`src/rtl/gld_pkg.sv`:
```
// ----------------------------------------------------------------------------
// GIF LZW decoder package
// Shared sizes, request and status codes, and the command and status bundles
// that pass between the controller and the datapath.
// ----------------------------------------------------------------------------
package gld_pkg;

	localparam int MAX_CODE_BITS = 12;
	localparam int STACK_DEPTH   = 4096;
	localparam int TABLE_SIZE    = 1 << MAX_CODE_BITS;
	localparam int CODE_W        = MAX_CODE_BITS;
	localparam int NFC_W         = MAX_CODE_BITS + 1;
	localparam int STK_AW        = $clog2(STACK_DEPTH);
	localparam int SP_W          = STK_AW + 1;
	localparam int BUF_W         = 24;
	localparam int CNT_W         = 5;
	localparam int MSZ_W         = 4;
	localparam int CW_W          = 4;
	localparam int PIX_W         = 8;

	localparam logic [MSZ_W-1:0] MSZ_RESET = MSZ_W'(8);
	localparam logic [MSZ_W-1:0] MSZ_MIN   = MSZ_W'(2);
	localparam logic [MSZ_W-1:0] MSZ_MAX   = MSZ_W'(8);

	typedef enum logic [1:0] {
		REQ_START = 2'd0,
		REQ_BYTE  = 2'd1,
		REQ_PIXEL = 2'd2,
		REQ_NONE  = 2'd3
	} req_t;

	typedef enum logic [2:0] {
		ST_PIXEL   = 3'd0,
		ST_TAKEN   = 3'd1,
		ST_NEED    = 3'd2,
		ST_END     = 3'd3,
		ST_STARTED = 3'd4,
		ST_FULL    = 3'd5
	} status_t;

	typedef struct packed {
		logic    start;
		logic    add_byte;
		logic    take_code;
		logic    clear_tbl;
		logic    first_code;
		logic    set_finished;
		logic    begin_entry;
		logic    walk_step;
		logic    finish_entry;
		logic    pop;
		logic    out_load;
		logic    out_from_stack;
		status_t out_status;
	} gld_cmd_t;

	typedef struct packed {
		logic stack_empty;
		logic finished;
		logic buf_full;
		logic enough_bits;
		logic code_is_clear;
		logic expect_first;
		logic code_ge_clear;
		logic code_bad;
		logic cur_ge_clear;
		logic prefix_ge_clear;
		logic out_free;
	} gld_stat_t;

	function automatic logic [MSZ_W-1:0] clamp_msz(input logic [MSZ_W-1:0] v);
		logic [MSZ_W-1:0] r;
		r = v;
		if (v < MSZ_MIN) r = MSZ_MIN;
		if (v > MSZ_MAX) r = MSZ_MAX;
		return r;
	endfunction

endpackage

```
`src/rtl/gld_ctrl.sv`:
```
// ----------------------------------------------------------------------------
// GIF LZW decoder controller
// Sequences requests, code unpacking, the prefix chain walk and stack pops.
// ----------------------------------------------------------------------------
module gld_ctrl import gld_pkg::*; (
	input  logic       clk,
	input  logic       arst_n,
	input  logic       in_valid,
	output logic       in_stall,
	input  logic [1:0] req_type,
	input  gld_stat_t  stat,
	output gld_cmd_t   cmd
);

	typedef enum logic [6:0] {
		S_IDLE = 7'b0000001,
		S_CODE = 7'b0000010,
		S_WALK = 7'b0000100,
		S_FIN  = 7'b0001000,
		S_POP  = 7'b0010000,
		S_POPD = 7'b0100000,
		S_RESP = 7'b1000000
	} state_t;

	state_t  state_q, state_n;
	status_t st_q, st_n;
	req_t    req;
	logic    accept;

	assign req      = req_t'(req_type);
	assign in_stall = (state_q != S_IDLE);
	assign accept   = in_valid && (state_q == S_IDLE);

	always_comb begin
		state_n = state_q;
		st_n    = st_q;
		cmd     = '0;
		unique case (state_q)
			S_IDLE: begin
				if (accept) begin
					unique case (req)
						REQ_START: begin
							cmd.start = 1'b1;
							st_n      = ST_STARTED;
							state_n   = S_RESP;
						end
						REQ_BYTE: begin
							if (stat.buf_full) begin
								st_n = ST_FULL;
							end else begin
								cmd.add_byte = 1'b1;
								st_n         = ST_TAKEN;
							end
							state_n = S_RESP;
						end
						REQ_PIXEL: begin
							if (!stat.stack_empty) begin
								cmd.pop = 1'b1;
								state_n = S_POPD;
							end else if (stat.finished) begin
								st_n    = ST_END;
								state_n = S_RESP;
							end else begin
								state_n = S_CODE;
							end
						end
						default: begin
							st_n    = ST_END;
							state_n = S_RESP;
						end
					endcase
				end
			end
			S_CODE: begin
				if (!stat.enough_bits) begin
					st_n    = ST_NEED;
					state_n = S_RESP;
				end else begin
					cmd.take_code = 1'b1;
					if (stat.code_is_clear) begin
						cmd.clear_tbl = 1'b1;
					end else if (stat.expect_first) begin
						if (stat.code_ge_clear) begin
							cmd.set_finished = 1'b1;
							st_n             = ST_END;
						end else begin
							cmd.first_code = 1'b1;
							st_n           = ST_PIXEL;
						end
						state_n = S_RESP;
					end else if (stat.code_bad) begin
						cmd.set_finished = 1'b1;
						st_n             = ST_END;
						state_n          = S_RESP;
					end else begin
						cmd.begin_entry = 1'b1;
						state_n         = stat.cur_ge_clear ? S_WALK : S_FIN;
					end
				end
			end
			S_WALK: begin
				cmd.walk_step = 1'b1;
				if (!stat.prefix_ge_clear) begin
					state_n = S_FIN;
				end
			end
			S_FIN: begin
				cmd.finish_entry = 1'b1;
				state_n          = S_POP;
			end
			S_POP: begin
				cmd.pop = 1'b1;
				state_n = S_POPD;
			end
			S_POPD: begin
				if (stat.out_free) begin
					cmd.out_load       = 1'b1;
					cmd.out_from_stack = 1'b1;
					cmd.out_status     = ST_PIXEL;
					state_n            = S_IDLE;
				end
			end
			S_RESP: begin
				if (stat.out_free) begin
					cmd.out_load   = 1'b1;
					cmd.out_status = st_q;
					state_n        = S_IDLE;
				end
			end
			default: begin
				state_n = S_IDLE;
			end
		endcase
	end

	always_ff @(posedge clk or negedge arst_n) begin
		if (!arst_n) begin
			state_q <= S_IDLE;
			st_q    <= ST_END;
		end else begin
			state_q <= state_n;
			st_q    <= st_n;
		end
	end

endmodule

```
`config.mk`:
```
export PLATFORM = sky130hd
export DESIGN_NAME = gld_ctrl
export DESIGN_NICKNAME = d
export VERILOG_FILES = /design/src/rtl/gld_pkg.sv /design/src/rtl/gld_ctrl.sv
export SDC_FILE = /design/constraint.sdc
export NUM_CORES = 1
export LEC_CHECK = 0
export BUFFER_PORTS_ARGS = -buffer_cell sky130_fd_sc_hd__buf_2
export CORE_ASPECT_RATIO = 1.2
export CORE_MARGIN = 2
export CORE_UTILIZATION = 50
export CTS_CLUSTER_DIAMETER = 200
export DETAILED_ROUTE_END_ITERATION = 7
export GPL_TIMING_DRIVEN = 0
export MAX_ROUTING_LAYER = met4
export PLACE_DENSITY_LB_ADDON = 0.08
export SYNTH_ARGS = -nofsm -noshare
export SYNTH_HDL_FRONTEND = slang
export SYNTH_SLANG_ARGS = --single-unit
export TNS_END_PERCENT = 50
```
`constraint.sdc`:
```
create_clock -name clk -period 5.1 [get_ports clk]
set_clock_uncertainty 0.2 [all_clocks]
set_input_delay 0.51 -clock clk [delete_from_list [all_inputs] [get_ports clk]]
set_output_delay 0.51 -clock clk [all_outputs]
set_load 0.02 [all_outputs]
```
==> impl_metrics.env <==
export IMPL_setup_viol=0
export IMPL_num_antenna_cells=0
export IMPL_syn_cell_area_um2=789.5
export IMPL_cts_buffers=3
export IMPL_leakage_nw=0.5332
export IMPL_grt_usage=0.2194
export IMPL_viasPerCell=5.426
export IMPL_synth_most_common_cell="nor2_1"
export IMPL_postSynthAreaPerCell_um2=8.972
export IMPL_drc=0
export IMPL_grt_ovfl_total=0
export IMPL_intPower_mw=0.2192
export IMPL_peakVddDrop_v=0.0002479
export IMPL_critPathSlowestCell="dfrtp_1"
export IMPL_p_sw_mw=0.1426
export IMPL_clock_path_buffers=2
export IMPL_r2r_cells=5
export IMPL_path_clk_slew_ns=0.07
export IMPL_path_max_fanout=6
export IMPL_status="finished, final reports clean"
export IMPL_place_gp_congestion=0.7753
export IMPL_synthFlopType="dfrtp_1"
export IMPL_relSlewSlack=0.6808
export IMPL_hold_path_class="in -> reg"
export IMPL_tritoncts="done"
export IMPL_synth_seq_area_share=0.3217
export IMPL_die_width_um=40.28
export IMPL_crit_path_end="cmd[13]"
export IMPL_seqPwrFrac=0.349
export IMPL_r2r_end="state_q[0]"
export IMPL_area_delta_synth_final_pct=26.94
export IMPL_fill_cells=131
export IMPL_fin_crit_sh=0.5124
export IMPL_startpoint_type="register"
export IMPL_switching_share=0.3942
export IMPL_period_needed_ns=2.613
export IMPL_drive_above_1_share=0.4113
export IMPL_reg2reg_slack_ns=3.12
export IMPL_die_height_um=47.53
export IMPL_arrival_ns=1.90
export IMPL_synth_cells=88
export IMPL_synth_commonest_cells="nor2_1 (13), dfrtp_1 (7), nand2_1 (6)"
export IMPL_synthesis_nets=104
export IMPL_rows=15
export IMPL_htreeDepth=1
export IMPL_drtPass1Iterations=4
export IMPL_fin_util=0.6846
export IMPL_detailroute_via_count=765
export IMPL_clkPwrFrac=0.157
export IMPL_antenna_found_initial=0
export IMPL_yosys_warnings=0
export IMPL_r2r_start="state_q[0]"
export IMPL_grt_pass1_wl_mm=2.787
export IMPL_clock_sinks=10
export IMPL_startpoint="state_q[4]"
export IMPL_synth_edff_count=0
export IMPL_port_buffers=31
export IMPL_worst_pin_slew_ns=0.4751
export IMPL_async_flop_share=1.000
export IMPL_cp_required_ns=4.39
export IMPL_drt_wirelength_per_cell_um=12.52
export IMPL_hpwl_mm=1.431
export IMPL_cts_root_buf="clkbuf_4"
export IMPL_path_cells="nor3_4 -> nand2_1 -> nor2_1 -> nand3b_1 -> nor3b_1 -> buf_2"
export IMPL_drt_initial_drc_count=3
export IMPL_maxSlewViolCount=0
export IMPL_cap_violations=0
export IMPL_routed_wl_mm=1.766
export IMPL_grt_setup_unrepaired="false"
export IMPL_pin_count=32
export IMPL_ys_types=36
export IMPL_p_per_area_nw_per_um2=361.1
export IMPL_synth_top_cell_by_area="dfrtp_1"
export IMPL_critPathKind="reg -> out"
export IMPL_power_frac_comb=0.494
export IMPL_regArea_um2=254.0
export IMPL_hold_viol=0
export IMPL_final_antenna_net_count=0
export IMPL_cts_resized=0
export IMPL_synth_top_area_frac=0.2219
export IMPL_initial_core_util=0.5393
export IMPL_post_cts_setup_buffers=0
export IMPL_synth_area_leaders="dfrtp_1 (22%), dfstp_2 (10%), nor2_1 (6.2%)"
export IMPL_num_nets_final=141
export IMPL_grt_max_degree=11
export IMPL_synth_seq_cells=10
export IMPL_cpPeakStageDelay_ns=0.46
export IMPL_core_area_um2=1464
export IMPL_clock_latency_ns=0.26
export IMPL_tns_ns=0
export IMPL_dieArea_um2=1914
export IMPL_first_global_vias=707
export IMPL_multi_input_area_um2=520.5
export IMPL_fmax_mhz=382.7
export IMPL_cp_end_kind="output port"
[what timing repair did]
item / in CTS / in global routing
hold endpoints to repair: 7 / 0
endpoints found under the setup margin: 0 / 0
hold buffers: 1 / 0
[placed cells by master (no fill, tap or decap), drive strengths merged]
cell type	n
buf	31
nor2	13
dfrtp	7
nand2	6
nand2b	5
and2	5
nor3	5
a21oi	5
inv	4
nor2b	4
mux2	4
clkbuf	4
dfstp	3
and4b	3
o21ai	3
a21o	3
nand3	2
nand3b	2
a41o	2
and3b	1
nor3b	1
and4	1
mux2i	1
nor4	1
a22o	1
o21a	1
a32o	1
xnor2	1
or3b	1
a2111oi	1
a31oi	1
dlygate4sd3	1
[routing by layer]
| layer | vias to the layer above | GRT usage | wire length, um |
|---|---|---|---|
| met4 | 0 | 0.06000 | 0 |
| li1 | 392 | - | - |
| met5 | - | - | 0 |
| met3 | 0 | 0.02791 | 106 |
| met2 | 26 | 0.3742 | 849 |
| met1 | 347 | 0.2700 | 810 |
[state kept, by name, summed over array words and instances, names as in the netlist]
name     count
state_q      7
st_q         3
[how the worst min path moves through the flow]
| stage | startpoint | to | slack (ns) | depth (start not counted) |
|---|---|---|---|---|
| after floorplan | arst_n | st_q[2] | 0.01 | 0 |
| after global placement | arst_n | state_q[3] | 0.18 | 1 |
| after detailed placement | arst_n | state_q[3] | 0.18 | 1 |
| after CTS | stat[1] | state_q[2] | 0.27 | 2 |
| after global routing | stat[1] | state_q[2] | 0.28 | 2 |
| final | stat[1] | state_q[2] | 0.27 | 2 |
[kinds of logic (layout without fill, tap and decap cells)]
kind of cell,Yosys count,count (layout),synth area share
compound gates,18,18,0.1791
xor+xnor,1,1,0.01110
buf+inv,4,40,0.01901
flops,10,10,0.3217
mux,5,5,0.07448
simple gates,50,50,0.3946
[worst max-delay path, delay by kind of cell (launching register included)]
kind                   cells  cell delay, ns
AND/OR/NAND/NOR            5            0.98
flip-flops                 1            0.46
buffers and inverters      1            0.19
[power by group through the flow]
stage	sequential, mW	combinational (mW)	clock, mW
floorplan	0.122	0.139	0
global placement	0.125	0.176	0
detailed placement	0.126	0.179	0
CTS	0.125	0.180	0.0589
global route	0.129	0.196	0.0612
finish	0.126	0.179	0.0569
[final cells by class]
type,instances,area share
clock buffer,4,0.02622
inverter,4,0.01498
multi-input combinational,74,0.5194
sequential,10,0.2534
tap,17,0.02122
timing repair buffer,32,0.1648
[stage by stage]
stage                     hold slack (ns)  instance area, um2  setup WS, ns  total power, mW  instances
after floorplan                   0.01441               789.5         2.751           0.2612         88
after global placement             0.1767               965.9         2.801           0.3011        136
after detailed placement           0.1820               965.9         2.785           0.3051        136
after CTS                          0.2660                1002         2.467           0.3645        141
after global routing               0.2815                1002         2.318           0.3863        141
final                              0.2733                1002         2.487           0.3619        141
No activity file was read; power rests on OpenSTA's default activity.
